**src/hdl/msd_pkg.sv**
```systemverilog
`timescale 1ns / 1ps
// ----------------------------------------------------------------------------
// msd_pkg
// Widths, limits, codes and the job record shared by the mean / std-dev block.
// ----------------------------------------------------------------------------
package msd_pkg;

    localparam int MAX_SAMPLES = 4096;

    localparam int SAMPLE_W  = 24;
    localparam int CNT_W     = $clog2(MAX_SAMPLES + 1);
    localparam int SUM_W     = 36;
    localparam int SQ_W      = 2 * SAMPLE_W - 1;
    localparam int SUMSQ_W   = 59;
    localparam int MEAN_W    = 32;
    localparam int STD_W     = 31;
    localparam int STATUS_W  = 2;
    localparam int FRAC_BITS = 8;

    // finish unit
    localparam int M_W       = 24;
    localparam int MUL_A_W   = 36;
    localparam int MUL_B_W   = 18;
    localparam int PROD_W    = MUL_A_W + MUL_B_W;
    localparam int ACC_W     = 72;
    localparam int VAR_SHIFT = 16;
    localparam int DQ_W      = ACC_W + VAR_SHIFT;
    localparam int DIV_STEPS = DQ_W;
    localparam int DCNT_W    = $clog2(DIV_STEPS);
    localparam int MUL_STEPS = 4;
    localparam int MSTEP_W   = $clog2(MUL_STEPS + 1);
    localparam int ROOT_W    = 62;
    localparam int RES_W     = ROOT_W + 1;

    localparam logic [RES_W-1:0] ROOT_BIT0 = RES_W'(1) << (ROOT_W);
    localparam logic [STD_W-1:0] STD_SAT   = {STD_W{1'b1}};

    // job queue
    localparam int QDEPTH = 2;
    localparam int QPTR_W = $clog2(QDEPTH);
    localparam int QCNT_W = $clog2(QDEPTH + 1);

    localparam logic [STATUS_W-1:0] STATUS_OK   = 2'd0;
    localparam logic [STATUS_W-1:0] STATUS_FEW  = 2'd1;
    localparam logic [STATUS_W-1:0] STATUS_DROP = 2'd2;

    typedef struct packed {
        logic [CNT_W-1:0]        n;
        logic signed [SUM_W-1:0] sum;
        logic [SUMSQ_W-1:0]      sumsq;
        logic                    ovf;
    } job_t;

endpackage

```
**src/hdl/msd_in_if.sv**
```systemverilog
`timescale 1ns / 1ps
// ----------------------------------------------------------------------------
// msd_in_if
// Sample channel: valid / ready with one signed sample and a last flag.
// ----------------------------------------------------------------------------
interface msd_in_if;
    import msd_pkg::*;

    logic                       valid;
    logic                       ready;
    logic signed [SAMPLE_W-1:0] sample;
    logic                       last;

    modport source (output valid, output sample, output last, input ready);
    modport sink   (input valid, input sample, input last, output ready);
endinterface

```
**src/hdl/msd_front.sv**
```systemverilog
`timescale 1ns / 1ps
// ----------------------------------------------------------------------------
// msd_front
// Squares each sample, accumulates count / sum / sum of squares and hands a
// finished set to the job queue on the last sample.
// ----------------------------------------------------------------------------
module msd_front (
    input  logic          clk,
    input  logic          rst_n,
    msd_in_if.sink        samples,
    input  logic          q_full,
    output logic          push,
    output msd_pkg::job_t push_job
);
    import msd_pkg::*;

    logic                       s1_valid_reg;
    logic                       s1_last_reg;
    logic signed [SAMPLE_W-1:0] s1_sample_reg;
    logic [SQ_W-1:0]            s1_sq_reg;

    logic [CNT_W-1:0]           count_reg, count_next;
    logic signed [SUM_W-1:0]    sum_reg, sum_next;
    logic [SUMSQ_W-1:0]         sumsq_reg, sumsq_next;
    logic                       ovf_reg, ovf_next;

    logic                       accept;
    logic signed [2*SAMPLE_W-1:0] sq_full;

    // a last still in the square stage has not claimed its queue slot yet
    assign samples.ready = !q_full && !(s1_valid_reg && s1_last_reg);
    assign accept        = samples.valid && samples.ready;
    assign sq_full       = (2*SAMPLE_W)'(samples.sample) * (2*SAMPLE_W)'(samples.sample);

    always_ff @(posedge clk or negedge rst_n)
    begin
        if (!rst_n)
        begin
            s1_valid_reg <= 1'b0;
            s1_last_reg  <= 1'b0;
        end
        else
        begin
            s1_valid_reg <= accept;
            s1_last_reg  <= accept && samples.last;
        end
    end

    always_ff @(posedge clk)
    begin
        if (accept)
        begin
            s1_sample_reg <= samples.sample;
            s1_sq_reg     <= sq_full[SQ_W-1:0];
        end
    end

    always_comb
    begin
        count_next = count_reg;
        sum_next   = sum_reg;
        sumsq_next = sumsq_reg;
        ovf_next   = ovf_reg;
        if (s1_valid_reg)
        begin
            if (count_reg < CNT_W'(MAX_SAMPLES))
            begin
                count_next = count_reg + CNT_W'(1);
                sum_next   = sum_reg + SUM_W'(s1_sample_reg);
                sumsq_next = sumsq_reg + SUMSQ_W'(s1_sq_reg);
            end
            else
            begin
                ovf_next = 1'b1;
            end
        end
    end

    assign push           = s1_valid_reg && s1_last_reg;
    assign push_job.n     = count_next;
    assign push_job.sum   = sum_next;
    assign push_job.sumsq = sumsq_next;
    assign push_job.ovf   = ovf_next;

    always_ff @(posedge clk or negedge rst_n)
    begin
        if (!rst_n)
        begin
            count_reg <= '0;
            sum_reg   <= '0;
            sumsq_reg <= '0;
            ovf_reg   <= 1'b0;
        end
        else if (push)
        begin
            count_reg <= '0;
            sum_reg   <= '0;
            sumsq_reg <= '0;
            ovf_reg   <= 1'b0;
        end
        else
        begin
            count_reg <= count_next;
            sum_reg   <= sum_next;
            sumsq_reg <= sumsq_next;
            ovf_reg   <= ovf_next;
        end
    end

    a_count_limit: assert property (@(posedge clk) disable iff (!rst_n)
        count_reg <= CNT_W'(MAX_SAMPLES))
        else $error("sample count past limit");

endmodule

```
**src/flat_wrapper.sv**
```systemverilog
// flat-port wrapper written by rule: the top's interface ports become plain ports
module msd_front_flat import msd_pkg::*;
  (clk, rst_n, q_full, push, push_job, samples_valid, samples_sample, samples_last, samples_ready);
  msd_in_if samples_i ();
  input  logic clk;
  input  logic rst_n;
  input  logic q_full;
  output logic push;
  output msd_pkg::job_t push_job;
  input wire logic [$bits(samples_i.valid)-1:0] samples_valid;
  input wire logic [$bits(samples_i.sample)-1:0] samples_sample;
  input wire logic [$bits(samples_i.last)-1:0] samples_last;
  output wire logic [$bits(samples_i.ready)-1:0] samples_ready;
  assign samples_i.valid = samples_valid;
  assign samples_i.sample = samples_sample;
  assign samples_i.last = samples_last;
  assign samples_ready = samples_i.ready;
  msd_front u_core (.clk(clk), .rst_n(rst_n), .samples(samples_i), .q_full(q_full), .push(push), .push_job(push_job));
endmodule
```
**config.mk**
```make
export PLATFORM = sky130hd
export DESIGN_NAME = msd_front_flat
export DESIGN_NICKNAME = d
export VERILOG_FILES = /design/src/hdl/msd_pkg.sv /design/src/hdl/msd_in_if.sv /design/src/hdl/msd_front.sv /design/src/flat_wrapper.sv
export SDC_FILE = /design/constraint.sdc
export NUM_CORES = 2
export LEC_CHECK = 0
export BUFFER_PORTS_ARGS = -buffer_cell sky130_fd_sc_hd__buf_2
export CAP_MARGIN = 15
export CELL_PAD_IN_SITES_DETAIL_PLACEMENT = 0
export CELL_PAD_IN_SITES_GLOBAL_PLACEMENT = 1
export CORE_MARGIN = 3
export CORE_UTILIZATION = 42
export CTS_CLUSTER_DIAMETER = 40
export DETAILED_ROUTE_END_ITERATION = 10
export PLACE_DENSITY = 0.81
export SLEW_MARGIN = 40
export SYNTH_ARGS = -nofsm -noshare
export SYNTH_HDL_FRONTEND = slang
export SYNTH_SLANG_ARGS = --single-unit
```
**constraint.sdc**
```tcl
create_clock -name clk -period 7.6 [get_ports clk]
set_input_delay 1.14 -clock clk [delete_from_list [all_inputs] [get_ports clk]]
set_output_delay 1.14 -clock clk [all_outputs]
set_load 0.1 [all_outputs]
```
# Word-level counts from Yosys, hierarchy flattened
# Index checks and enable logic that the tools add are counted.
dict set report word_totals {
  ff_bits 182
  latchBits 0
  mem_bits_rw 0
  rom_bits 0
  inputBits 29
  mem_count 0
}
dict set report op_classes {
  n_addsub 3
  n_mul 1
  div_mod_pow 0
  order_cmp 1
  n_eq_ne 0
  shifts 0
  mux 12
  bitwise_logic 0
  n_reduce_logical 6
}
# op n
set ops {}
lappend ops {{$mux 59} 3}
lappend ops {{$mux 36} 3}
lappend ops {{$add 59x47->59} 1}
lappend ops {{$mul 24x24->47} 1}
lappend ops {{$mux 13} 3}
lappend ops {{$add 36x24->36} 1}
lappend ops {{$add 13x1->13 const B} 1}
lappend ops {{$lt 13x13->1 const B} 1}
lappend ops {{$logic_and 1x1->1} 4}
lappend ops {{$mux 1} 3}
lappend ops {{$logic_not 1->1} 2}

# Depth between registers and ports, before layout
dict set report depth {
  ltp_word 5
  mapped_depth 28
}

# Least setup slack after synthesis
# Ideal clock, no wire load.
dict set report synth_path {
  path_type {input -> register}
  startpoint {in samples_sample[1]}
  endpoint {reg u_core.s1_sq_reg[43] (data pin)}
  arrival_ps 7441
  required_time_ps 7326
  path_slack_ps -115
  path_stages 26
  path_cell_list {clkbuf_1 > clkbuf_1 > nand2_1 > fa_1 > fa_1 > inv_1 > fa_1 > inv_1 > fa_1 > inv_1 > fa_1 > fa_1 > inv_1 > fa_1 > inv_1 > ha_1 > nand2_1 > nor2_1 > nand2_1 > nor4b_2 > o21ai_1 > o31ai_2 > a21o_1 > a21oi_1 > o311ai_0 > o211ai_1}
}
dict set report synth_between {
  elab_chain_cells 1
}
# element line
set synth_lines {}
lappend synth_lines {{start: declaration} flat_wrapper.sv:11} ;# input wire logic [$bits(samples_i.sample)-1:0] samples_sample;
lappend synth_lines {{$mul 24x24->47} msd_front.sv:33} ;# assign sq_full = (2*SAMPLE_W)'(samples.sample) * (2*SAMPLE_W)'(samples.sample);
lappend synth_lines {{net u_core.sq_full[43]} msd_front.sv:28} ;# logic signed [2*SAMPLE_W-1:0] sq_full;
lappend synth_lines {{end signal: assignment} msd_front.sv:54} ;# s1_sq_reg <= sq_full[SQ_W-1:0];
lappend synth_lines {{end: declaration} msd_front.sv:20} ;# logic [SQ_W-1:0] s1_sq_reg;
# The timed path passes the listed nets, and every way through them passes these cells.
# A chain may end at the register's enable or synchronous reset.

# Worst setup path after layout
dict set report layout_path {
  startpoint {in samples_sample[13]}
  endpoint {reg u_core.s1_sq_reg[38] (data pin)}
}
# The elaborated chain is that of the path after synthesis.

==> metrics.md <==
| Metric | Value |
|---|---|
| Outcome | finished, final reports clean |
| Fraction of registers with async set or reset after synthesis | between 60% and 70% |
| CTS buffer count | 17 |
| Max-slew violations | 0 |
| Total Routing Usage GR | 21.2% |
| Vias in the first global route | around 24k |
| Die Span X | approximately 270 um |
| Setup TNS Final | 0 ps |
| Maximum Capacitance Violations | 0 |
| DIE AREA | approximately 75000 um2 |
| Worst Max-Slew Pin Slew | approximately 750 ps |
| Area share of the largest cell type after synthesis | around 36% |
| Non-Filler Instances | about 4.6k |
| Sequential fraction of the synthesis area | around 16% |
| CP dominant cell by count | fa_1 |
| I/O pin count | 140 |
| Clk sink count | 180 |
| Reg2reg start | u_core.s1_sq_reg[0] |
| Clk_lat worst skew | between 400 and 500 ps |
| Root Driver | clkbuf_16 |
| Hold Path Class | reg -> reg |
| Fillers | between 6k and 7k |
| Synth Cell Area | slightly above 30000 um2 |
| DR vias | ~23k |
| Top post-synthesis cells by area | fa_1 (36%), ha_1 (9.4%), dfrtp_1 (9.2%), inv_1 (8.3%), edfxtp_1 (6.8%) |
| Area of the multi-input gates | 22600 um2 |
| Ys flop type | dfrtp_1 |
| Syn Nets | about 4.1k |
| Setup CP Type | in -> reg |
| Initial DRT Pass Iterations | 5 |
| Ys Warns | 0 |
| Critical-path top delay cell | fa_1 |
| Overflow left after global routing | 0 |
| IO Port Bufs | between 100 and 150 |
| Worst endpoint data arrival time | between 7000 and 8000 ps |
| Initial antenna violation count | 1 |
| Startpoint class of the critical path | primary input |
| Max-slew headroom | between 40 and 50% |
| Final Cycle Share | about 97% |
| Final worst path period need | roughly 7300 ps |
| Die Ht | roughly 270 um |
| Setup crit end kind | flip-flop |
| GR Util met2 | 38.3% |
| WL per Instance | about 17 um |
| Fmax | between 0.1 and 0.15 GHz |
| DRC viols | 0 |
| GP Congestion | 0.887 |
| Worst Setup SP | samples_sample[13] |
| Starting density of the core | a little over two fifths |
| Max FFs per register | just under 60 |
| Seq. cell area | 4850 um2 |
| Crit path largest cell delay | roughly 570 ps |
| Cell taking the most area after synthesis | fa_1 |
| CP max FO | 12 |
| Clk pin slew, worst setup/hold paths | roughly 80 ps |
| Most common cell in the synthesized netlist | inv_1 |
| RSZ-0062 raised after global routing | true |
| Placed cells | roughly 4.5k |
| Share of layout cells above drive strength 1 | between 10 and 15% |
| DRT iter0 DRCs | about 1.1k |
| First-pass GRT wire length | 127000 um |
| Max clock buf depth | 2 |
| Global Route met1 Usage | a little over a quarter |
| CP Data Required Time | just under 8000 ps |
| Distinct cells, synth | just under 90 |
| Post-Syn Area per Cell | 9.32 um2 |
| DRT antenna net count | 0 |
| Core Area | roughly 70000 um2 |
| WL final | around 77000 um |
| Vias per inst | between 4 and 5 |
| Post-synth EDFFs | 69 |
| HP Start | u_core.sum_reg[34] |
| Core Rows | 97 |
| DP HPWL | 66100 um |
| Layout Skew | 19.3 ps |
| Largest net degree at the start of global routing | 75 |
| CTS tree | done |
| GR Util met3 | 2.26% |
| Top post-synthesis cells by count | inv_1 (672), fa_1 (548), nand2_1 (424) |
| Post-layout nets | ~4.4k |
| Layout Area Growth over Synthesis | 14.9% |
| Cells after Synth | approximately 3.3k |
| Fin. Hold Viols | 0 |
| GR peak layer | met2 |
| Synth Register Bits | 180 |
| Final Setup Violations | 0 |
| Number of H-tree levels | 4 |
cell type report:
cell class | count | share of cell area [%]
antenna | 2 | 0.0144
timing repair buffer | 446 | 9.15
clock inverter | 11 | 0.280
multi-input combinational | 2294 | 64.7
clock buffer | 21 | 1.26
inverter | 672 | 7.25
tap | 940 | 3.38
sequential | 180 | 13.9
worst paths after layout:
path	end	slack (ps)	cells past startpoint
max	u_core.s1_sq_reg[38]	250	25
min in group asynchronous	u_core.count_reg[10]	560	1
max reg2reg	u_core.sum_reg[22]	4020	12
max in group asynchronous	u_core.sum_reg[6]	5990	2
min	u_core.sum_reg[34]	550	2
min reg2reg	u_core.sum_reg[34]	550	2
placed cells by master, fill, tap and decap left out, drive strengths merged, types with 7 or more instances in the layout:
cell type and instances:
nor2b 28, dfrtp 111, nand4 24, o21a 11, a21o 54, a211oi 13, clkbuf 33, a31oi 23
edfxtp 69, nand3 39, inv 676, a21oi 166, and2 168, nand2 424, xor2 55, nor3 21
nand2b 14, buf 434, nor2 104, nor3b 7, o211ai 14, a21boi 7, o21bai 18, and3 19
o21ai 121, xnor2 100, fa 548, ha 228
cell families after synthesis:
logic type	synth area share (%)
adder cells (fa/ha/maj)	45.6
multiplexers	0.165
AND/OR/NAND/NOR	13.8
XOR/XNOR	4.48
flip-flops	16.0
buffers and inverters	10.0
AO/OA/AOI/OAI	9.97
metal layers:
metal | vias to the layer above | wire length [um]
met5 | - | 0
met4 | 0 | 1890
met3 | 92 | 2610
met2 | 388 | 39900
met1 | 11300 | 32700
li1 | 10900 | -
per-stage QoR:
| step | util, % | instance area (um2) | hold slack, ps | setup WS [ps] |
|---|---|---|---|---|
| 2_1_floorplan | - | 30300 | 498 | -8.68 |
| 3_3_place_gp | 48.2 | 34100 | 538 | -328 |
| 3_5_place_dp | 48.2 | 34100 | 548 | -420 |
| 4_1_cts | 49.0 | 34700 | 552 | 88.2 |
| 5_1_grt | 49.2 | 34800 | 572 | -32.0 |
| 6_report | 49.2 | 34800 | 554 | 254 |
critical path: cells and delay by family:
kind                       cells  cell delay, ps
AOI/OAI and AO/OA              8            1540
xor gates and xnor gates       1             150
adders and majority gates      8            3820
buffers and inverters          6             650
and+or+nand+nor                2             240
timing repair:
item | in CTS | in global routing
endpoints found under the hold margin | 0 | 0
resized for setup | 0 | 46
buffers inserted | 0 | 1
endpoints found under the setup margin | 0 | 11
hold buffers | 0 | 0
Power is left out: the tool's default activity adds up to more than one toggle a clock period on the data nets, which glitch-free logic cannot reach.
