### src/hdl/msd_pkg.sv
`timescale 1ns / 1ps
// ----------------------------------------------------------------------------
// msd_pkg
// Widths, limits, codes and the job record shared by the mean / std-dev block.
// ----------------------------------------------------------------------------
package msd_pkg;

    localparam int MAX_SAMPLES = 4096;

    localparam int SAMPLE_W  = 24;
    localparam int CNT_W     = $clog2(MAX_SAMPLES + 1);
    localparam int SUM_W     = 36;
    localparam int SQ_W      = 2 * SAMPLE_W - 1;
    localparam int SUMSQ_W   = 59;
    localparam int MEAN_W    = 32;
    localparam int STD_W     = 31;
    localparam int STATUS_W  = 2;
    localparam int FRAC_BITS = 8;

    // finish unit
    localparam int M_W       = 24;
    localparam int MUL_A_W   = 36;
    localparam int MUL_B_W   = 18;
    localparam int PROD_W    = MUL_A_W + MUL_B_W;
    localparam int ACC_W     = 72;
    localparam int VAR_SHIFT = 16;
    localparam int DQ_W      = ACC_W + VAR_SHIFT;
    localparam int DIV_STEPS = DQ_W;
    localparam int DCNT_W    = $clog2(DIV_STEPS);
    localparam int MUL_STEPS = 4;
    localparam int MSTEP_W   = $clog2(MUL_STEPS + 1);
    localparam int ROOT_W    = 62;
    localparam int RES_W     = ROOT_W + 1;

    localparam logic [RES_W-1:0] ROOT_BIT0 = RES_W'(1) << (ROOT_W);
    localparam logic [STD_W-1:0] STD_SAT   = {STD_W{1'b1}};

    // job queue
    localparam int QDEPTH = 2;
    localparam int QPTR_W = $clog2(QDEPTH);
    localparam int QCNT_W = $clog2(QDEPTH + 1);

    localparam logic [STATUS_W-1:0] STATUS_OK   = 2'd0;
    localparam logic [STATUS_W-1:0] STATUS_FEW  = 2'd1;
    localparam logic [STATUS_W-1:0] STATUS_DROP = 2'd2;

    typedef struct packed {
        logic [CNT_W-1:0]        n;
        logic signed [SUM_W-1:0] sum;
        logic [SUMSQ_W-1:0]      sumsq;
        logic                    ovf;
    } job_t;

endpackage

### src/hdl/msd_queue.sv
`timescale 1ns / 1ps
// ----------------------------------------------------------------------------
// msd_queue
// Short job queue between the accumulating front and the finish unit.
// ----------------------------------------------------------------------------
module msd_queue (
    input  logic          clk,
    input  logic          rst_n,
    input  logic          push,
    input  msd_pkg::job_t push_job,
    output logic          full,
    input  logic          pop,
    output msd_pkg::job_t head,
    output logic          empty
);
    import msd_pkg::*;

    job_t              mem_reg [QDEPTH];
    logic [QPTR_W-1:0] wr_ptr_reg;
    logic [QPTR_W-1:0] rd_ptr_reg;
    logic [QCNT_W-1:0] count_reg;

    assign full  = (count_reg == QCNT_W'(QDEPTH));
    assign empty = (count_reg == '0);
    assign head  = mem_reg[rd_ptr_reg];

    always_ff @(posedge clk)
    begin
        if (push)
        begin
            mem_reg[wr_ptr_reg] <= push_job;
        end
    end

    always_ff @(posedge clk or negedge rst_n)
    begin
        if (!rst_n)
        begin
            wr_ptr_reg <= '0;
            rd_ptr_reg <= '0;
            count_reg  <= '0;
        end
        else
        begin
            if (push)
            begin
                wr_ptr_reg <= (wr_ptr_reg == QPTR_W'(QDEPTH - 1)) ? '0
                                                                   : wr_ptr_reg + QPTR_W'(1);
            end
            if (pop)
            begin
                rd_ptr_reg <= (rd_ptr_reg == QPTR_W'(QDEPTH - 1)) ? '0
                                                                   : rd_ptr_reg + QPTR_W'(1);
            end
            if (push && !pop)
            begin
                count_reg <= count_reg + QCNT_W'(1);
            end
            else if (pop && !push)
            begin
                count_reg <= count_reg - QCNT_W'(1);
            end
        end
    end

    a_no_overrun: assert property (@(posedge clk) disable iff (!rst_n)
        push |-> !full)
        else $error("job pushed into full queue");

    a_no_underrun: assert property (@(posedge clk) disable iff (!rst_n)
        pop |-> !empty)
        else $error("job popped from empty queue");

endmodule

### config.mk
export PLATFORM = sky130hd
export DESIGN_NAME = msd_queue
export DESIGN_NICKNAME = d
export VERILOG_FILES = /design/src/hdl/msd_pkg.sv /design/src/hdl/msd_queue.sv
export SDC_FILE = /design/constraint.sdc
export NUM_CORES = 1
export LEC_CHECK = 0
export BUFFER_PORTS_ARGS = -buffer_cell sky130_fd_sc_hd__buf_2
export CAP_MARGIN = 20
export CORE_MARGIN = 2
export CORE_UTILIZATION = 53
export CTS_CLUSTER_DIAMETER = 200
export DETAILED_ROUTE_END_ITERATION = 8
export PLACE_DENSITY_LB_ADDON = 0.25
export SYNTH_ARGS = -nofsm -noshare
export SYNTH_HDL_FRONTEND = slang
export SYNTH_SLANG_ARGS = --single-unit
### constraint.sdc
create_clock -name clk -period 7.5 [get_ports clk]
set_input_delay 0.375 -clock clk [delete_from_list [all_inputs] [get_ports clk]]
set_output_delay 0.375 -clock clk [all_outputs]
set_load 0.02 [all_outputs]
[Yosys cells after proc, flatten, opt, wreduce, memory -nomap -nowiden]
Memory sizes are Yosys's and may differ from the RTL's.
Index checks and enable logic that the tools add are counted.
Word-level totals
  bits of input ports: 113
  memories: 1
  register bits: 4
  logic and storage cells: 21
  output and inout bits: 111
  memory bits (writable): 218
Memories
  mem_reg: depth 2, bits a word 109, rd ports 1, clocked after Yosys merged registers in 0, wr ports 1, line msd_queue.sv:18  | job_t mem_reg [QDEPTH];
Operators by class
  add/sub/neg operators: 4
  reduce and logical (&&, ||, !) cells: 6
  eq/ne operators: 1
  mux-type cells: 6
Operator list (count)
  $mux W1: 4
  $mux W2: 2
  $add A1 B1 Y1 const B: 2
  $add A2 B1 Y2 const B: 1
  $eq A2 B2 Y1 const B: 1
  $logic_and A1 B1 Y1: 2
  $logic_not A1 Y1: 2
  $logic_not A2 Y1: 1
  $reduce_bool A2 Y1: 1
  $sub A2 B1 Y2 const B: 1

[Longest topological paths before layout]
Gate-level depths: netlist of the first run.
  depth in word-level cells: 4
  depth in mapped cells: 5
  mapped depth without buffers: 5

[Worst setup path after synthesis of the first run]
Ideal clock, no wire load.
  path type: reg2reg
  from: register wr_ptr_reg
  to: memory mem_reg[0][0] (netlist name) (enable)
  period minus slack after synthesis: 5.815 ns
  required time: 6.909 ns
  data arrival time: 5.224 ns
  path slack: 1.685 ns
  path buffers: 0
  library setup time: 0.591 ns
  cell stages (with the launch flop): 2
  cells stage by stage: dfrtp_1 -> nor2b_1
RTL lines
  start, declared: line msd_queue.sv:19  | logic [QPTR_W-1:0] wr_ptr_reg;
  start signal, assigned: line msd_queue.sv:47  | wr_ptr_reg <= (wr_ptr_reg == QPTR_W'(QDEPTH - 1)) ? '0
  end, declared: line msd_queue.sv:18
No word-level cell before the write port.

==> impl_metrics.toml, run 1 <==
[placed_design]
dp_hpwl_mm = 9.477
place_congestion = 0.7555
io_buffers = 223
place_inst = 786

[sta]
fmax_ghz = 0.2749
worst_slew_pin_slew_ns = 0.9338
period_share = 0.4850
fin_skew_ns = 0.01318
hold_viol_final = 0
period_minus_slack_ns = 3.638
fin_tns_setup_ns = 0
slew_viol_final = 0
setup_viol = 0
rsz0062_at_grt = "no"
slew_headroom = 0.3775
hold_slack_ns = 0.07285

[route]
wirelength_mm = 14.18
postRouteAntennaNets = 0
vias = 4055
drc_errors = 0
dr.pass1.iters = 4
drt_iter0_drc = 201
wl_per_cell_um = 17.12
vias_per_cell = 4.897

[logic_synthesis]
syn_area_per_cell_um2 = 24.09
synth_top_area_frac = 0.7655
yosysSeqAreaShare = 0.7772
synth_xor_area_frac = 0.005121
synth_most_common_cell = "edfxtp_1"
synth_top_family_by_area = "multiplexers"
synth_cell_types = 14
netlist_area_um2 = 8552
synth_compound_area_frac = 0
netlist_instances = 355
synth_fa_ha_area_frac = 0.001463
netlist_top_cells_count = "edfxtp_1, mux2_4, buf_12"
synth_enable_flop_cells = 218
synth-async-reset-ratio = 0.01802
synth_area_leader_cell = "edfxtp_1"
synthTopCellsByArea = "edfxtp_1, mux2_4, buf_12, mux2_2, dfrtp_1"
synthMuxAreaShare = 0.1874
ys_warn_count = 0
synthSimpleGateAreaFrac = 0.003072
synth_ff_type = "edfxtp_1"
synth_fp_nets = 469
ys_ff_latch = 222

[worst_setup_path]
crit_path_start_kind = "register"
slowest_delay_ns = 0.96
cp_max_fo = 46
end_kind = "primary output"
cp.arrival_ns = 3.26
cp_top_family = "buffers and inverters"
path_cells = "buf_4 -> buf_4 -> mux2_4 -> buf_2"
crit_path_frequent_cell = "buf_4"
slowest_stage = "dfrtp_4"
criticalPathCategory = "reg -> out"
critPathBufInv = 3
cp_data_required_time_ns = 7.12

[layout]
largest_reg_flops = 218
drive_gt1_frac = 0.6072
multiInputGateArea_um2 = 1695
fill_cells = 1084
area_growth_pct = 22.41
finalNonFillerCells = 828
seqCellArea_um2 = 6650
nNetsFinal = 711

[clock_network]
cts_sinks = 222
cts_tree = "yes"
cts_max_level = 1
cts-root-buf = "clkbuf_16"
cts_resized = 0
clkTransAtPathRegs_ns = 0.06
clockBufferDepth = 3
cts_made_buffers = 23
insertion_delay_ns = 0.49

[global_route]
grt_pass1_vias = 4042
grt_usage = 0.1577
grt_use_met1 = 0.1966
busiest_layer = "met2"
grt_pass1_wl_mm = 20.64
grtUsageMet3 = 0.05945
met2_usage = 0.2639
antenna_found_initial = 1
grt_overflow_total = 0
grt_max_degree = 71

[floorplanning]
dieArea_um2 = 17170
start_util = 0.5403
core_area_um2 = 15830
num_io_pins = 224
rows = 46
die_h_um = 131.0
die_w_um = 131.0

[run_status]
run_status = "complete, no violations"

[hold_path]
hold_class = "in -> reg"

[power_and_ir_drop]
p_per_area_nw_per_um2 = 395.1
ir_drop_mv = 0.2483
p_leak_nw = 4.248
p_total_w = 0.004136

[flow_run]
cap_violations = 0
[per-stage QoR]
step	setup WS, ns	util	instance area, µm²
after detailed placement	4.334	0.6170	9766
after global routing	3.701	0.6613	10470
after floorplan	1.685	-	8552
after CTS	3.791	0.6600	10450
after global placement	4.395	0.6170	9766
final	3.862	0.6614	10470
[repair_timing]
action | CTS | global route
endpoints found under the setup margin | 0 | 0
hold buffers | 1 | 0
setup buffers | 0 | 0
hold endpoints to repair | 4 | 0
[logic make-up after synthesis]
family,Yosys count
flops,222
mux,109
buf+inv,13
xor+xnor,5
simple gates,5
fa+ha+maj,1
[path summary, 6_finish.rpt]
kind                         startpoint             end  slack, ns  depth (start not counted)
max                          rd_ptr_reg        head[63]       3.86                          4
min                        push_job[83]  mem_reg[0][83]       0.07                          1
max reg2reg                  wr_ptr_reg  mem_reg[1][43]       5.27                          2
min reg2reg                count_reg[1]    count_reg[1]       0.50                          1
max in group asynchronous         rst_n      rd_ptr_reg       7.12                          2
min in group asynchronous         rst_n    count_reg[1]       0.23                          2
[layer usage]
| layer | wire length [µm] | up-vias |
|---|---|---|
| met1 | 5662 | 1969 |
| met4 | 290 | 0 |
| met2 | 6785 | 169 |
| li1 | - | 1891 |
| met3 | 1441 | 26 |
| met5 | 0 | - |
[area by class of cell]
| cell class | count | area share |
|---|---|---|
| inverter | 1 | 0.0003586 |
| clock inverter | 13 | 0.008008 |
| sequential | 222 | 0.6352 |
| clock buffer | 26 | 0.05605 |
| antenna | 1 | 0.0002390 |
| timing repair buffer | 229 | 0.1123 |
| tap | 216 | 0.02582 |
| multi-input combinational | 120 | 0.1619 |
[report_power, final]
part	switching, W	total [W]	leakage, nW	internal [W]
Combinational	0.000728	0.00135	1.82	0.000625
Sequential	0.000127	0.00178	2.09	0.00165
Clock	0.000416	0.00101	0.336	0.000591
Total	0.00127	0.00414	4.25	0.00287
[placed cells by master, fill, tap and decap left out, types with 2 or more instances in the layout]
cell type  count
buf_2        223
buf_4          4
clkbuf_1       3
clkbuf_16     23
clkinv_1       5
clkinv_2       7
dfrtp_1        3
edfxtp_1     218
mux2_2         9
mux2_4       100
nor2_1         2
xor2_1         4
[worst reg2reg max path: cells and delay by family, from the launching register on]
kind,cells,cell delay (ns)
flops,1,0.42
buf+inv,1,0.82
simple gates,1,0.54
Power figures use the tool's default switching activity.
==> run 2: changes to the inputs <==
==> constraint.sdc (replaced) <==
create_clock -name clk -period 3.7 [get_ports clk]
set_input_delay 0.185 -clock clk [delete_from_list [all_inputs] [get_ports clk]]
set_output_delay 0.185 -clock clk [all_outputs]
set_load 0.02 [all_outputs]
==> impl_metrics.toml, run 2 (synthesis gave the netlist of run 1 again) <==
[global_route]
grt_pass1_wl_mm = 23.68
grt_pass1_vias = 4766
grt_usage = 0.1797
grt_max_degree = 63
grt_overflow_total = 0
antenna_found_initial = 0

[layout]
nNetsFinal = 822
area_growth_pct = 35.27
utilization = 0.7309
largest_reg_flops = 218
antenna_cells = 0
layout_common_cells = "buf_2, edfxtp_1, dlygate4sd3_1"
drive_gt1_frac = 0.5062
layout_commonest_cell = "buf_2"

[power_and_ir_drop]
ir_drop_mv = 0.5997
p_total_w = 0.008477
p_leak_nw = 4.691
p_per_area_nw_per_um2 = 732.8

[route]
dr.pass1.iters = 4
drc_errors = 0
vias = 4475
vias_per_cell = 4.766
wl_per_cell_um = 17.06
drt_iter0_drc = 155
postRouteAntennaNets = 0
wirelength_mm = 16.02

[clock_network]
cts.hold.buffers_added = 112
insertion_delay_ns = 0.49
cts_tree = "yes"
cts-root-buf = "clkbuf_16"
cts_max_level = 1
clkTransAtPathRegs_ns = 0.06
clockBufferDepth = 3
cts_resized = 0
post_cts_buffers = 0
cts_sinks = 222
cts_made_buffers = 23

[worst_setup_path]
timing.rr.start = "wr_ptr_reg"
end_kind = "primary output"
cp_max_fo = 42
criticalPathCategory = "reg -> out"
slowest_stage = "dfrtp_4"
crit_path_start_kind = "register"
cp_data_required_time_ns = 3.51
crit_path_start = "rd_ptr_reg"
cp.arrival_ns = 2.46
path_cells = "buf_4 -> mux2_4 -> buf_2"
slowest_delay_ns = 0.92

[floorplanning]
start_util = 0.5403
core_area_um2 = 15830
die_w_um = 131.0
rows = 46
dieArea_um2 = 17170
die_h_um = 131.0
num_io_pins = 224

[hold_path]
hold_class = "in -> async"

[placed_design]
io_buffers = 223
dp_hpwl_mm = 9.487
dp_slack_ns = 1.574
place_congestion = 0.7466

[sta]
slew_headroom = 0.4336
slew_viol_final = 0
fin_tns_setup_ns = 0
hold_viol_final = 0
finalWorstSetupSlack_ns = 1.056
setup_viol = 0
period_minus_slack_ns = 2.644
period_share = 0.7146
fin_skew_ns = 0.01361
fmax_ghz = 0.3782
rsz0062_at_grt = "no"
worst_slew_pin_slew_ns = 0.8496

[flow_run]
cap_violations = 0

[run_status]
run_status = "complete, no violations"
run 2: cell types whose count changed in the layout (fill, tap and decap cells not counted), moves of 3 or more:
cell           delta
dlygate4sd3_1   +111
clkinv_1          +3
clkbuf_1          +3
clkinv_2          -6
run 2: layout make-up:
type | count | area [µm²]
clock buffer | 29 | 598.1
clock inverter | 11 | 51.30
fill | 947 | 4259
inverter | 1 | 3.754
multi-input combinational | 120 | 1695
sequential | 222 | 6650
tap | 216 | 270.3
timing repair buffer | 340 | 2300
run 2: power by group:
part           internal (W)  total (W)  switching (W)
clock network       0.00114    0.00199       0.000853
registers           0.00334    0.00359       0.000249
logic               0.00135    0.00289        0.00154
run 2: worst max-delay path, delay by kind of cell (launching register included):
family / cells / cell delay (ns)
buffers and inverters: 2 / 0.67
flip-flops: 1 / 0.92
multiplexers: 1 / 0.34
run 2: metal layers:
metal  vias up  part of all wire  wire, µm  global-route usage
met3        34             0.088      1411             0.06189
li1       2119                 -         -                   -
met2       181              0.50      8009              0.3170
met5         -                 0         0            0.002941
met4         0             0.025       400             0.05569
met1      2141              0.39      6196              0.2072
run 2: stage by stage:
step | instances | instance area, µm² | hold slack (ns)
final | 939 | 11570 | 0.03494
after global routing | 939 | 11570 | 0.04624
after CTS | 939 | 11570 | 0.04072
after detailed placement | 787 | 9798 | 0.0009594
after global placement | 787 | 9798 | -0.006844
after floorplan | 355 | 8554 | -0.1106
run 2: final timing paths:
check / to / slack [ns] / cells after the start
setup / recovery: head[70] / 1.06 / 3
hold / removal: count_reg[0] / 0.03 / 2
setup reg to reg: mem_reg[1][58] / 1.84 / 2
hold reg to reg: count_reg[1] / 0.50 / 1
max in group asynchronous: rd_ptr_reg / 3.51 / 2
min in group clk: mem_reg[1][22] / 0.42 / 2
==> run 3: changes to the inputs <==
--- a/config.mk
+++ b/config.mk
@@ -8,7 +8,7 @@
 export BUFFER_PORTS_ARGS = -buffer_cell sky130_fd_sc_hd__buf_2
 export CAP_MARGIN = 20
 export CORE_MARGIN = 2
-export CORE_UTILIZATION = 53
+export CORE_UTILIZATION = 47
 export CTS_CLUSTER_DIAMETER = 200
 export DETAILED_ROUTE_END_ITERATION = 8
 export PLACE_DENSITY_LB_ADDON = 0.25
==> constraint.sdc (replaced) <==
create_clock -name clk -period 2.15 [get_ports clk]
set_input_delay 0.1075 -clock clk [delete_from_list [all_inputs] [get_ports clk]]
set_output_delay 0.1075 -clock clk [all_outputs]
set_load 0.02 [all_outputs]
==> impl_metrics.toml, run 3 (synthesis gave the netlist of run 1 again) <==
[route]
dr.pass1.iters = 5
wl_per_cell_um = 16.59
vias_per_cell = 4.718
drt_iter0_drc = 204
vias = 4534
drc_errors = 0
postRouteAntennaNets = 0
wirelength_mm = 15.94

[floorplanning]
dieArea_um2 = 19290
rows = 49
start_util = 0.4777
die_h_um = 138.9
die_w_um = 138.9
core_area_um2 = 17900
num_io_pins = 224

[placed_design]
dpl-instance-area_um2 = 9897
place_congestion = 0.7643
io_buffers = 223
dp_slack_ns = 0.5855
dp_hpwl_mm = 9.823

[hold_path]
hold_class = "in -> reg"

[clock_network]
cts.hold.buffers_added = 113
clockBufferDepth = 3
cts-root-buf = "clkbuf_16"
cts_made_buffers = 23
clkTransAtPathRegs_ns = 0.06
cts_resized = 0
cts_tree = "yes"
post_cts_buffers = 0
insertion_delay_ns = 0.50
cts_max_level = 1
cts_sinks = 222

[sta]
hold_viol_final = 0
rsz0062_at_grt = "no"
slew_viol_final = 0
worst_slew_pin_slew_ns = 0.5104
fin_skew_ns = 0.01379
period_share = 0.9562
setup_viol = 0
slew_headroom = 0.6598
fmax_ghz = 0.4864
period_minus_slack_ns = 2.056
finalWorstSetupSlack_ns = 0.09408

[power_and_ir_drop]
p_leak_nw = 4.774
p_per_area_nw_per_um2 = 1272
p_total_w = 0.01492
ir_drop_mv = 0.9325

[layout]
antenna_cells = 0
layout_common_cells = "buf_2, edfxtp_1, dlygate4sd3_1"
area_growth_pct = 37.10
drive_gt1_frac = 0.5191
nNetsFinal = 829
layout_commonest_cell = "buf_2"
largest_reg_flops = 218
final_area_um2 = 11730
utilization = 0.6549

[global_route]
grt_usage = 0.1634
grt_use_met1 = 0.1831
antenna_found_initial = 0
grt_max_degree = 86
grtUsageMet3 = 0.04178
grt_pass1_wl_mm = 25.27
busiest_layer = "met2"
met2_usage = 0.3033
grt_overflow_total = 0
grt_pass1_vias = 4977

[worst_setup_path]
criticalPathCategory = "reg -> out"
crit_path_start_kind = "register"
cp_data_required_time_ns = 2.04
cp_max_fo = 37
r2r_slack_ns = 0.65
end_kind = "primary output"
cp.arrival_ns = 1.95

[run_status]
run_status = "complete, no violations"

[flow_run]
cap_violations = 0
run 3: changes by cell type in the layout (fill, tap and decap cells not counted), sizes merged:
cell and change:
buf +6, bufinv +1, clkbuf -2, clkinv +4, clkinvlp -1, dlygate4sd3 +1
run 3: final timing paths:
kind | from | endpoint | cells after the start
min in group asynchronous | rst_n | count_reg[0] | 3
max in group asynchronous | rst_n | rd_ptr_reg | 3
max | rd_ptr_reg | head[61] | 3
max reg2reg | wr_ptr_reg | mem_reg[1][44] | 2
min | push_job[79] | mem_reg[0][79] | 2
min reg2reg | count_reg[1] | count_reg[1] | 1
run 3: report_power, final:
group | switching [W] | internal [W]
logic | 0.00280 | 0.00243
clock network | 0.00156 | 0.00209
registers | 0.000287 | 0.00575
total | 0.00465 | 0.0103
run 3: routing by layer:
| metal | vias to the layer above | routed length [µm] |
|---|---|---|
| li1 | 2127 | - |
| met1 | 2219 | 5914 |
| met2 | 151 | 8508 |
| met3 | 37 | 1017 |
| met4 | 0 | 499 |
| met5 | - | 0 |
run 3: metrics by stage:
step / hold slack (ns) / instances / setup TNS [ns]
2_1_floorplan: -0.1881 / 355 / -42.23
3_3_place_gp: -0.08471 / 806 / 0
3_5_place_dp: -0.07870 / 806 / 0
4_1_cts: 0.2997 / 961 / 0
5_1_grt: 0.3186 / 961 / 0
6_report: 0.3216 / 961 / 0
run 3: cell type report:
class / count / area, µm²
well taps: 229 / 286.5
clock inverters: 15 / 106.4
inverters: 1 / 3.754
multi-input cells: 120 / 1695
flip-flops and latches: 222 / 6650
fillers: 1218 / 6177
clock buffers: 27 / 590.6
repair buffers: 347 / 2392
run 3: worst max-delay path, cell delays in order, from the launching register on:
cell	delay, ns
dfrtp_4	0.60
buf_12	0.32
mux2_4	0.33
buf_2	0.16
