### config.mk
export PLATFORM = sky130hd
export DESIGN_NAME = msd_back_flat
export DESIGN_NICKNAME = d
export VERILOG_FILES = /design/src/hdl/msd_pkg.sv /design/src/hdl/msd_out_if.sv /design/src/hdl/msd_back.sv /design/src/flat_wrapper.sv
export SDC_FILE = /design/constraint.sdc
export NUM_CORES = 2
export LEC_CHECK = 0
export BUFFER_PORTS_ARGS = -buffer_cell sky130_fd_sc_hd__buf_2
export CORE_ASPECT_RATIO = 1.25
export CORE_MARGIN = 2
export CORE_UTILIZATION = 30
export DETAILED_ROUTE_END_ITERATION = 10
export PLACE_DENSITY = 0.58
export SLEW_MARGIN = 0
export SYNTH_ARGS = -nofsm -noshare
export SYNTH_HDL_FRONTEND = slang
export SYNTH_SLANG_ARGS = --single-unit
### constraint.sdc
create_clock -name clk -period 17 [get_ports clk]
set_clock_uncertainty 0.05 [all_clocks]
set_input_delay 1.7 -clock clk [delete_from_list [all_inputs] [get_ports clk]]
set_output_delay 1.7 -clock clk [all_outputs]
set_load 0.05 [all_outputs]
### src/hdl/msd_pkg.sv
`timescale 1ns / 1ps
// ----------------------------------------------------------------------------
// msd_pkg
// Widths, limits, codes and the job record shared by the mean / std-dev block.
// ----------------------------------------------------------------------------
package msd_pkg;

    localparam int MAX_SAMPLES = 4096;

    localparam int SAMPLE_W  = 24;
    localparam int CNT_W     = $clog2(MAX_SAMPLES + 1);
    localparam int SUM_W     = 36;
    localparam int SQ_W      = 2 * SAMPLE_W - 1;
    localparam int SUMSQ_W   = 59;
    localparam int MEAN_W    = 32;
    localparam int STD_W     = 31;
    localparam int STATUS_W  = 2;
    localparam int FRAC_BITS = 8;

    // finish unit
    localparam int M_W       = 24;
    localparam int MUL_A_W   = 36;
    localparam int MUL_B_W   = 18;
    localparam int PROD_W    = MUL_A_W + MUL_B_W;
    localparam int ACC_W     = 72;
    localparam int VAR_SHIFT = 16;
    localparam int DQ_W      = ACC_W + VAR_SHIFT;
    localparam int DIV_STEPS = DQ_W;
    localparam int DCNT_W    = $clog2(DIV_STEPS);
    localparam int MUL_STEPS = 4;
    localparam int MSTEP_W   = $clog2(MUL_STEPS + 1);
    localparam int ROOT_W    = 62;
    localparam int RES_W     = ROOT_W + 1;

    localparam logic [RES_W-1:0] ROOT_BIT0 = RES_W'(1) << (ROOT_W);
    localparam logic [STD_W-1:0] STD_SAT   = {STD_W{1'b1}};

    // job queue
    localparam int QDEPTH = 2;
    localparam int QPTR_W = $clog2(QDEPTH);
    localparam int QCNT_W = $clog2(QDEPTH + 1);

    localparam logic [STATUS_W-1:0] STATUS_OK   = 2'd0;
    localparam logic [STATUS_W-1:0] STATUS_FEW  = 2'd1;
    localparam logic [STATUS_W-1:0] STATUS_DROP = 2'd2;

    typedef struct packed {
        logic [CNT_W-1:0]        n;
        logic signed [SUM_W-1:0] sum;
        logic [SUMSQ_W-1:0]      sumsq;
        logic                    ovf;
    } job_t;

endpackage

### src/hdl/msd_out_if.sv
`timescale 1ns / 1ps
// ----------------------------------------------------------------------------
// msd_out_if
// Result channel: valid / ready with mean, std-dev, sample count and status.
// ----------------------------------------------------------------------------
interface msd_out_if;
    import msd_pkg::*;

    logic                     valid;
    logic                     ready;
    logic signed [MEAN_W-1:0] mean;
    logic [STD_W-1:0]         std_dev;
    logic [CNT_W-1:0]         sample_total;
    logic [STATUS_W-1:0]      status;

    modport source (output valid, output mean, output std_dev, output sample_total,
                    output status, input ready);
    modport sink   (input valid, input mean, input std_dev, input sample_total,
                    input status, output ready);
endinterface

### src/hdl/msd_back.sv
`timescale 1ns / 1ps
// ----------------------------------------------------------------------------
// msd_back
// Finish unit: n*sumsq - sum^2 by partial products, restoring divide shared
// by variance and mean, bitwise square root, then the result register.
// ----------------------------------------------------------------------------
module msd_back (
    input  logic          clk,
    input  logic          rst_n,
    input  msd_pkg::job_t head,
    input  logic          empty,
    output logic          pop,
    msd_out_if.source     results
);
    import msd_pkg::*;

    localparam logic [2:0] S_IDLE = 3'd0;
    localparam logic [2:0] S_MUL  = 3'd1;
    localparam logic [2:0] S_SUB  = 3'd2;
    localparam logic [2:0] S_DIVS = 3'd3;
    localparam logic [2:0] S_ROOT = 3'd4;
    localparam logic [2:0] S_DIVM = 3'd5;
    localparam logic [2:0] S_FIN  = 3'd6;

    logic [2:0]         state_reg, state_next;
    logic [MSTEP_W-1:0] mstep_reg, mstep_next;
    logic [DCNT_W-1:0]  dcnt_reg, dcnt_next;
    logic               out_valid_reg, out_valid_next;

    logic [CNT_W-1:0]   n_reg;
    logic [SUMSQ_W-1:0] sumsq_reg;
    logic [SUM_W-1:0]   mag_reg;
    logic               neg_reg;
    logic               ovf_reg;
    logic [M_W-1:0]     m_reg;
    logic [PROD_W-1:0]  prod_reg;
    logic [ACC_W-1:0]   accp_reg;
    logic [ACC_W-1:0]   accs_reg;
    logic [DQ_W-1:0]    dq_reg;
    logic [M_W-1:0]     rem_reg;
    logic [M_W-1:0]     div_reg;
    logic [ROOT_W-1:0]  x_reg;
    logic [RES_W-1:0]   res_reg;
    logic [RES_W-1:0]   bit_reg;
    logic               sat_reg;
    logic [STD_W-1:0]   std_reg;
    logic [MEAN_W-1:0]  mean_reg;

    logic [MEAN_W-1:0]  out_mean_reg;
    logic [STD_W-1:0]   out_std_reg;
    logic [CNT_W-1:0]   out_total_reg;
    logic [STATUS_W-1:0] out_status_reg;

    logic               load_out;
    logic               div_last;
    logic [SUM_W-1:0]   head_mag;
    logic [MUL_A_W-1:0] mul_a;
    logic [MUL_B_W-1:0] mul_b;
    logic [PROD_W-1:0]  prod;
    logic [1:0]         acc_idx;
    logic [ACC_W-1:0]   diff;
    logic [M_W:0]       trial;
    logic               div_ge;
    logic [M_W-1:0]     rem_nx;
    logic [DQ_W-1:0]    dq_nx;
    logic [RES_W:0]     root_trial;
    logic               root_take;
    logic [ROOT_W-1:0]  x_nx;
    logic [RES_W-1:0]   res_nx;
    logic [MEAN_W-1:0]  mean_mag;
    logic [MEAN_W-1:0]  mean_val;

    assign head_mag = head.sum[SUM_W-1] ? SUM_W'(-head.sum) : SUM_W'(head.sum);

    // partial products: n*sumsq in two pieces, then |sum|*|sum| in two pieces
    always_comb
    begin
        unique case (mstep_reg[1:0])
            2'd0:
            begin
                mul_a = sumsq_reg[MUL_A_W-1:0];
                mul_b = MUL_B_W'(n_reg);
            end
            2'd1:
            begin
                mul_a = MUL_A_W'(sumsq_reg[SUMSQ_W-1:MUL_A_W]);
                mul_b = MUL_B_W'(n_reg);
            end
            2'd2:
            begin
                mul_a = mag_reg;
                mul_b = mag_reg[MUL_B_W-1:0];
            end
            default:
            begin
                mul_a = mag_reg;
                mul_b = mag_reg[SUM_W-1:MUL_B_W];
            end
        endcase
    end

    assign prod    = PROD_W'(mul_a) * PROD_W'(mul_b);
    assign acc_idx = 2'(mstep_reg - MSTEP_W'(1));
    assign diff    = (accp_reg >= accs_reg) ? accp_reg - accs_reg : '0;

    // restoring divide, one quotient bit per cycle
    assign trial    = {rem_reg, dq_reg[DQ_W-1]};
    assign div_ge   = trial >= {1'b0, div_reg};
    assign rem_nx   = div_ge ? M_W'(trial - {1'b0, div_reg}) : trial[M_W-1:0];
    assign dq_nx    = {dq_reg[DQ_W-2:0], div_ge};
    assign div_last = (dcnt_reg == DCNT_W'(DIV_STEPS - 1));

    // bitwise integer square root, two radicand bits per cycle
    assign root_trial = {1'b0, res_reg} + {1'b0, bit_reg};
    assign root_take  = {2'b0, x_reg} >= root_trial;
    assign x_nx       = root_take ? x_reg - root_trial[ROOT_W-1:0] : x_reg;
    assign res_nx     = root_take ? (res_reg >> 1) + bit_reg : res_reg >> 1;

    assign mean_mag = dq_nx[MEAN_W-1:0];
    assign mean_val = neg_reg ? MEAN_W'(-mean_mag) : mean_mag;

    assign pop      = (state_reg == S_IDLE) && !empty;
    assign load_out = (state_reg == S_FIN) && (!out_valid_reg || results.ready);

    always_comb
    begin
        state_next     = state_reg;
        mstep_next     = mstep_reg;
        dcnt_next      = dcnt_reg;
        out_valid_next = out_valid_reg;
        if (out_valid_reg && results.ready)
        begin
            out_valid_next = 1'b0;
        end
        if (load_out)
        begin
            out_valid_next = 1'b1;
        end
        unique case (state_reg)
            S_IDLE:
            begin
                if (!empty)
                begin
                    state_next = S_MUL;
                    mstep_next = '0;
                end
            end
            S_MUL:
            begin
                mstep_next = mstep_reg + MSTEP_W'(1);
                if (mstep_reg == MSTEP_W'(MUL_STEPS))
                begin
                    state_next = S_SUB;
                end
            end
            S_SUB:
            begin
                state_next = S_DIVS;
                dcnt_next  = '0;
            end
            S_DIVS:
            begin
                dcnt_next = dcnt_reg + DCNT_W'(1);
                if (div_last)
                begin
                    state_next = S_ROOT;
                end
            end
            S_ROOT:
            begin
                if (bit_reg[0])
                begin
                    state_next = S_DIVM;
                    dcnt_next  = '0;
                end
            end
            S_DIVM:
            begin
                dcnt_next = dcnt_reg + DCNT_W'(1);
                if (div_last)
                begin
                    state_next = S_FIN;
                end
            end
            S_FIN:
            begin
                if (load_out)
                begin
                    state_next = S_IDLE;
                end
            end
            default:
            begin
                state_next = S_IDLE;
            end
        endcase
    end

    always_ff @(posedge clk or negedge rst_n)
    begin
        if (!rst_n)
        begin
            state_reg     <= S_IDLE;
            mstep_reg     <= '0;
            dcnt_reg      <= '0;
            out_valid_reg <= 1'b0;
        end
        else
        begin
            state_reg     <= state_next;
            mstep_reg     <= mstep_next;
            dcnt_reg      <= dcnt_next;
            out_valid_reg <= out_valid_next;
        end
    end

    always_ff @(posedge clk)
    begin
        unique case (state_reg)
            S_IDLE:
            begin
                if (!empty)
                begin
                    n_reg     <= head.n;
                    sumsq_reg <= head.sumsq;
                    mag_reg   <= head_mag;
                    neg_reg   <= head.sum[SUM_W-1];
                    ovf_reg   <= head.ovf;
                    accp_reg  <= '0;
                    accs_reg  <= '0;
                end
            end
            S_MUL:
            begin
                if (mstep_reg == '0)
                begin
                    m_reg <= M_W'(M_W'(n_reg) * M_W'(n_reg - CNT_W'(1)));
                end
                if (mstep_reg != MSTEP_W'(MUL_STEPS))
                begin
                    prod_reg <= prod;
                end
                if (mstep_reg != '0)
                begin
                    unique case (acc_idx)
                        2'd0:    accp_reg <= accp_reg + ACC_W'(prod_reg);
                        2'd1:    accp_reg <= accp_reg + (ACC_W'(prod_reg) << MUL_A_W);
                        2'd2:    accs_reg <= accs_reg + ACC_W'(prod_reg);
                        default: accs_reg <= accs_reg + (ACC_W'(prod_reg) << MUL_B_W);
                    endcase
                end
            end
            S_SUB:
            begin
                dq_reg  <= {diff, {VAR_SHIFT{1'b0}}};
                div_reg <= m_reg;
                rem_reg <= '0;
            end
            S_DIVS:
            begin
                dq_reg  <= dq_nx;
                rem_reg <= rem_nx;
                if (div_last)
                begin
                    // a quotient of 2^62 or more has a root past the std-dev range
                    sat_reg <= |dq_nx[DQ_W-1:ROOT_W];
                    x_reg   <= dq_nx[ROOT_W-1:0];
                    res_reg <= '0;
                    bit_reg <= ROOT_BIT0;
                end
            end
            S_ROOT:
            begin
                x_reg   <= x_nx;
                res_reg <= res_nx;
                bit_reg <= bit_reg >> 2;
                if (bit_reg[0])
                begin
                    std_reg <= sat_reg ? STD_SAT : res_nx[STD_W-1:0];
                    dq_reg  <= DQ_W'({mag_reg, {FRAC_BITS{1'b0}}});
                    div_reg <= M_W'(n_reg);
                    rem_reg <= '0;
                end
            end
            S_DIVM:
            begin
                dq_reg  <= dq_nx;
                rem_reg <= rem_nx;
                if (div_last)
                begin
                    mean_reg <= mean_val;
                end
            end
            S_FIN:
            begin
                if (load_out)
                begin
                    out_mean_reg  <= (n_reg == '0) ? '0 : mean_reg;
                    out_std_reg   <= (n_reg < CNT_W'(2)) ? '0 : std_reg;
                    out_total_reg <= n_reg;
                    priority if (ovf_reg)
                    begin
                        out_status_reg <= STATUS_DROP;
                    end
                    else if (n_reg < CNT_W'(2))
                    begin
                        out_status_reg <= STATUS_FEW;
                    end
                    else
                    begin
                        out_status_reg <= STATUS_OK;
                    end
                end
            end
            default:
            begin
            end
        endcase
    end

    assign results.valid        = out_valid_reg;
    assign results.mean         = out_mean_reg;
    assign results.std_dev      = out_std_reg;
    assign results.sample_total = out_total_reg;
    assign results.status       = out_status_reg;

    a_few_no_std: assert property (@(posedge clk) disable iff (!rst_n)
        (out_valid_reg && (out_total_reg < CNT_W'(2))) |-> (out_std_reg == '0))
        else $error("std-dev reported for fewer than two samples");

    a_pop_only_idle: assert property (@(posedge clk) disable iff (!rst_n)
        (state_reg != S_IDLE) |=> (state_reg != S_MUL) || ($past(state_reg) == S_MUL))
        else $error("finish unit restarted mid job");

endmodule

### src/flat_wrapper.sv
// flat-port wrapper written by rule: the top's interface ports become plain ports
module msd_back_flat import msd_pkg::*;
  (clk, rst_n, head, empty, pop, results_valid, results_mean, results_std_dev, results_sample_total, results_status, results_ready);
  msd_out_if results_i ();
  input  logic clk;
  input  logic rst_n;
  input  msd_pkg::job_t head;
  input  logic empty;
  output logic pop;
  output wire logic [$bits(results_i.valid)-1:0] results_valid;
  output wire logic [$bits(results_i.mean)-1:0] results_mean;
  output wire logic [$bits(results_i.std_dev)-1:0] results_std_dev;
  output wire logic [$bits(results_i.sample_total)-1:0] results_sample_total;
  output wire logic [$bits(results_i.status)-1:0] results_status;
  input wire logic [$bits(results_i.ready)-1:0] results_ready;
  assign results_valid = results_i.valid;
  assign results_mean = results_i.mean;
  assign results_std_dev = results_i.std_dev;
  assign results_sample_total = results_i.sample_total;
  assign results_status = results_i.status;
  assign results_i.ready = results_ready;
  msd_back u_core (.clk(clk), .rst_n(rst_n), .head(head), .empty(empty), .pop(pop), .results(results_i));
endmodule
Word level (Yosys, flattened, before mapping)
Cells that the tools add are included.

operators by class
  add/sub/neg operators = 15
  multipliers = 2
  magnitude comparators = 4
  equal/unequal tests = 23
  mux-type cells = 41
  bitwise gates (word level) = 1
  reductions and logical operators = 36

operator list
  cell                                                            count
  72-bit one-hot mux with 2 select lines                          4
  72-bit 2-to-1 mux                                               4
  88-bit one-hot mux with 3 select lines                          1
  63-bit one-hot mux with 2 select lines                          2
  63-bit 2-to-1 mux                                               3
  72-bit by 54-bit adder with 72-bit output                       2
  72-bit adder                                                    2
  62-bit 2-to-1 mux                                               2
  62-bit one-hot mux with 2 select lines                          1
  88-bit 2-to-1 mux                                               1
  72-bit greater-or-equal comparator                              1
  24-bit 2-to-1 mux                                               3
  24-bit one-hot mux with 3 select lines                          1
  36-bit one-hot mux with 2 select lines                          1
  72-bit subtractor                                               1
  63-bit by 63-bit adder with 64-bit output                       1
  62-bit by 64-bit greater-or-equal comparator with 1-bit output  1
  62-bit by 63-bit adder with 63-bit output                       1
  62-bit subtractor                                               1
  36-bit by 18-bit multiplier with 54-bit output                  1
  24-bit one-hot mux with 2 select lines                          1
  36-bit negator                                                  1
  18-bit one-hot mux with 2 select lines                          1
  35-bit 2-to-1 mux                                               1
  other kinds (41)                                                84

word-level totals
  register bits after elaboration = 812
  bits of input ports = 113
  logic and storage cells = 149

Depth between registers and ports, before layout
  depth in word-level cells = 6
  gate-level depth with buffers = 35

Worst setup path after synthesis
Ideal clock, no wire load.

  path kind = input port to flip-flop
  from = input empty
  to = register u_core.accp_reg[0], enable pin
  library setup time = 591 ps
  arrival = 19943 ps
  data required time = 16359 ps
  path slack = -3584 ps
  cell stages on the path = 3
  buffers on the path = 0
  cells stage by stage = nor4_1 -> nor2_1 -> nor3_1

on the way
  longest elaborated chain between the ends = 2

RTL lines
  item                             RTL line           text
  start, declared                  flat_wrapper.sv:8  input logic empty;
  2-bit inequality test (no line)  --
  4-bit AND reduction (no line)    --
  end signal, assigned             msd_back.sv:246    2'd0: accp_reg <= accp_reg + ACC_W'(prod_reg);
  end signal, assigned             msd_back.sv:247    2'd1: accp_reg <= accp_reg + (ACC_W'(prod_reg) << MUL_A_W);
  end, declared                    msd_back.sv:37     logic [ACC_W-1:0] accp_reg;

No other way between the ends.
A chain may end at the register's enable or synchronous reset.

Worst setup path after layout
  from = register u_core.mstep_reg[0]
  to = register u_core.prod_reg[50], data pin

on the way
  longest elaborated chain between the ends = 4
  elaborated cells on any way between the ends = 7

RTL lines
  item                                                                                        RTL line         text
  start, declared                                                                             msd_back.sv:26   logic [MSTEP_W-1:0] mstep_reg, mstep_next;
  start signal, assigned                                                                      msd_back.sv:211  mstep_reg <= mstep_next;
  2-bit by 1-bit equality test with 1-bit output / 2-bit logical NOT (equally long branches)  msd_back.sv:78   unique case (mstep_reg[1:0])
  2-bit OR reduction (no line)                                                                --
  18-bit one-hot mux with 2 select lines                                                      msd_back.sv:78
  36-bit by 18-bit multiplier with 54-bit output (*)                                          msd_back.sv:102  assign prod = PROD_W'(mul_a) * PROD_W'(mul_b);
  via u_core.prod[50]                                                                         msd_back.sv:59   logic [PROD_W-1:0] prod;
  end signal, assigned                                                                        msd_back.sv:241  prod_reg <= prod;
  end, declared                                                                               msd_back.sv:36   logic [PROD_W-1:0] prod_reg;

Mark *: on every way through the listed nets, which the timed path passes. The rest lies on a longest branch.

==> metrics.txt <==
# TYPE chip_impl_metric gauge
chip_impl_info{name="run_status",value="finished clean"} 1
chip_impl_metric{name="grt_antenna_before_repair",unit=""} 23
chip_impl_info{name="unrepaired_setup_endpoints_after_global_routing",value="no"} 1
chip_impl_metric{name="port_buf_inserts",unit=""} 192
chip_impl_metric{name="detail_route.wl_per_cell",unit="um"} 20.8
chip_impl_info{name="worst_min_delay_path_startpoint",value="u_core.std_reg[24]$_SDFFCE_PP1P_"} 1
chip_impl_metric{name="all_layer_global_routing_usage",unit="%"} 18.7
chip_impl_metric{name="cts.htree.levels",unit=""} 3
chip_impl_metric{name="ys_seq_area_share",unit="%"} 28.7
chip_impl_info{name="cts_tree",value="done"} 1
chip_impl_metric{name="ff_latch_area",unit="um2"} 23400
chip_impl_metric{name="grt_pass1_vias",unit=""} 66900
chip_impl_metric{name="critPathBufInv",unit=""} 7
chip_impl_metric{name="worst_r2r_path_depth",unit=""} 31
chip_impl_metric{name="avgSynthCellArea",unit="um2"} 9.22
chip_impl_metric{name="worst_slew_pin_slew",unit="ps"} 1290
chip_impl_info{name="r2r_start",value="u_core.mstep_reg[0]$_DFFE_PN0P_"} 1
chip_impl_metric{name="drtIter0Drc",unit=""} 4693
chip_impl_metric{name="slew_violations",unit=""} 0
chip_impl_metric{name="worst_hold_path.num_cells",unit=""} 1
chip_impl_metric{name="row_count",unit=""} 213
chip_impl_metric{name="final-setup-viol-count",unit=""} 0
chip_impl_metric{name="reg2reg_setup_slack",unit="ps"} 6790
chip_impl_metric{name="gpl.final_weighted_congestion",unit=""} 0.969
chip_impl_metric{name="setup-tns-final",unit="ps"} 0
chip_impl_metric{name="maxClockFrequency",unit="MHz"} 98.0
chip_impl_metric{name="syn-instance-count",unit=""} 8815
chip_impl_info{name="endpoint_of_the_worst_register_to_register_path",value="u_core.prod_reg[50]$_DFFE_PP_"} 1
chip_impl_info{name="worst_path_most_repeated_cell",value="sky130_fd_sc_hd__fa_1"} 1
chip_impl_metric{name="global_route.overflow_total",unit=""} 0
chip_impl_info{name="clk_root_buffer_cell",value="sky130_fd_sc_hd__clkbuf_16"} 1
chip_impl_metric{name="multi_input_area",unit="um2"} 53000
chip_impl_metric{name="first_pass_iters",unit=""} 6
chip_impl_metric{name="cp.depth",unit=""} 31
chip_impl_metric{name="layout-drive-gt1-share",unit="%"} 6.11
chip_impl_metric{name="grt_pass1_wl",unit="mm"} 398
chip_impl_metric{name="cts_buffer_depth",unit=""} 3
chip_impl_metric{name="design.die.area",unit="um2"} 275000
chip_impl_metric{name="vias_after_detailed_routing",unit=""} 64700
chip_impl_metric{name="synth-edff-count",unit=""} 766
chip_impl_metric{name="slew_headroom",unit="%"} 13.0
chip_impl_metric{name="clock_pin_transition_on_the_worst_setup_and_hold_timing_paths",unit="ps"} 60
chip_impl_metric{name="mappedNetlistArea",unit="um2"} 81300
chip_impl_metric{name="nNetsFinal",unit=""} 10300
chip_impl_metric{name="grt_max_degree",unit=""} 105
chip_impl_info{name="yosys_most_used_dff",value="sky130_fd_sc_hd__edfxtp_1"} 1
chip_impl_metric{name="drc",unit=""} 0
chip_impl_metric{name="synth_cell_type_count",unit=""} 90
chip_impl_metric{name="final_period_minus_worst_setup_slack",unit="ps"} 10210
chip_impl_info{name="timing.critical_path.slowest_stage_cell",value="sky130_fd_sc_hd__a21oi_1"} 1
chip_impl_metric{name="finalCritPeriodShare",unit="%"} 60.1
chip_impl_metric{name="cp_data_required_time",unit="ps"} 17450
chip_impl_metric{name="chipWidth",unit="um"} 470
chip_impl_metric{name="chipHeight",unit="um"} 586
chip_impl_metric{name="num_io_pins",unit=""} 193
chip_impl_metric{name="routedLengthMet1",unit="mm"} 105
chip_impl_metric{name="postCtsHoldBufs",unit=""} 0
chip_impl_metric{name="tritoncts_num_sinks",unit=""} 780
chip_impl_info{name="critPathCaptureType",value="flip-flop"} 1
chip_impl_info{name="min_path_type",value="reg2reg"} 1
chip_impl_info{name="timing.critical_path.max_delay_family",value="compound AO/OA/AOI/OAI gates"} 1
chip_impl_info{name="timing_worst_setup_path_type",value="reg2reg"} 1
chip_impl_metric{name="synth.yosys.warnings",unit=""} 0
chip_impl_metric{name="via_per_inst",unit=""} 5.17
chip_impl_metric{name="syn_to_final_growth",unit="%"} 10.4
chip_impl_metric{name="fillers",unit=""} 27600
chip_impl_metric{name="fp.coreArea",unit="um2"} 269000
chip_impl_metric{name="post-dp-hpwl",unit="mm"} 208
chip_impl_info{name="final_cell_mix",value="sky130_fd_sc_hd__inv_1 (1028), sky130_fd_sc_hd__nand2_1 (924), sky130_fd_sc_hd__nor2_1 (826)"} 1
chip_impl_metric{name="clk_latency",unit="ps"} 780
chip_impl_metric{name="synth-async-reset-ratio",unit="%"} 1.79
chip_impl_metric{name="wl_met2",unit="mm"} 126
chip_impl_metric{name="ys_ff_latch",unit=""} 780
chip_impl_metric{name="worst_hold_slack",unit="ps"} 464
chip_impl_metric{name="finalHoldViolCount",unit=""} 0
chip_impl_metric{name="critical_path_fanouts_max",unit=""} 53
chip_impl_metric{name="cts.repair.resized",unit=""} 0
chip_impl_metric{name="post-cts-setup-buffers",unit=""} 0
chip_impl_info{name="worst_hold_path.endpoint",value="u_core.results.std_dev[24]$_SDFFCE_PP0P_"} 1
chip_impl_metric{name="tritoncts.num_buffers",unit=""} 93
chip_impl_metric{name="routed_antenna_nets",unit=""} 0
chip_impl_metric{name="initial_utilization",unit="%"} 30.2
chip_impl_metric{name="worst_ep_arrival_time",unit="ps"} 10660
chip_impl_metric{name="met3_wl_post_dr",unit="mm"} 14.4
chip_impl_metric{name="largest_register_ffs",unit=""} 88
chip_impl_info{name="dr.max_layer_used",value="met5"} 1
chip_impl_metric{name="cpPeakStageDelay",unit="ps"} 950
chip_impl_metric{name="wirelength",unit="mm"} 261
chip_impl_info{name="layout.cells.most_common",value="sky130_fd_sc_hd__inv_1"} 1
chip_impl_info{name="cp-start-kind",value="flip-flop"} 1
chip_impl_metric{name="max_cap_violations",unit=""} 0
==> worst max path at each step <==
stage                                             to                            start
finish                 u_core.prod_reg[50]$_DFFE_PP_  u_core.mstep_reg[0]$_DFFE_PN0P_
global route           u_core.prod_reg[53]$_DFFE_PP_  u_core.mstep_reg[0]$_DFFE_PN0P_
CTS                    u_core.prod_reg[50]$_DFFE_PP_  u_core.mstep_reg[0]$_DFFE_PN0P_
detailed placement     u_core.prod_reg[50]$_DFFE_PP_  u_core.mstep_reg[0]$_DFFE_PN0P_
global placement       u_core.prod_reg[50]$_DFFE_PP_  u_core.mstep_reg[0]$_DFFE_PN0P_
floorplan           u_core.accp_reg[0]$_SDFFCE_PN0P_                            empty
==> metal layers <==
layer	vias to the layer above	global-route usage (%)
met3	594	2.25
met1	31800	22.5
met2	1985	32.5
met4	2	10.3
met5	-	0
li1	30300	-
==> synth_stat cells (all sizes together), types with 149 or more instances <==
cell | count | area (um2)
a21o | 293 | 2200
a21oi | 550 | 2760
and2 | 149 | 932
clkbuf | 326 | 1220
edfxtp | 766 | 23000
fa | 706 | 14100
ha | 616 | 7710
inv | 1031 | 3870
nand2 | 927 | 3480
nand2b | 205 | 1280
nor2 | 829 | 3110
o21ai | 439 | 2200
xnor2 | 377 | 3300
xor2 | 211 | 1850
==> kinds of logic after synthesis <==
kind of cell / count (synthesis) / synth area share, %
AO/OA/AOI/OAI: 2021 / 16.0
buffers and inverters: 1382 / 6.40
multiplexers: 29 / 0.359
AND/OR/NAND/NOR: 2691 / 15.3
other: 2 / 0.00924
XOR/XNOR: 588 / 6.34
adder cells (fa/ha/maj): 1322 / 26.9
flip-flops: 780 / 28.7
==> layout make-up <==
cell class                 count  area share (%)
multi-input combinational   6674            59.1
sequential                   780            26.0
tap                         3547            4.95
inverter                    1031            4.32
clock buffer                 108            2.67
timing repair buffer         289            1.88
clock inverter                67            1.00
antenna                       16          0.0446
==> metrics by stage <==
stage	setup WS [ps]	std cells	utilization [%]	cell area, um2
floorplan	2110	8836	-	81400
global placement	7070	12300	32.1	86400
detailed placement	6930	12300	32.1	86400
CTS	6890	12500	33.3	89700
global route	6300	12500	33.3	89700
finish	6790	12500	33.3	89700
==> worst reg2reg max path, delay by kind of cell, from the launching register on <==
kind / cells / cell delay (ps)
buf+inv: 7 / 1310
fa+ha+maj: 8 / 3610
xor+xnor: 1 / 80
compound gates: 10 / 3830
flops: 1 / 480
simple gates: 5 / 600
Power is left out: the tool's default activity adds up to more than one toggle a clock period on the data nets, which glitch-free logic cannot reach.
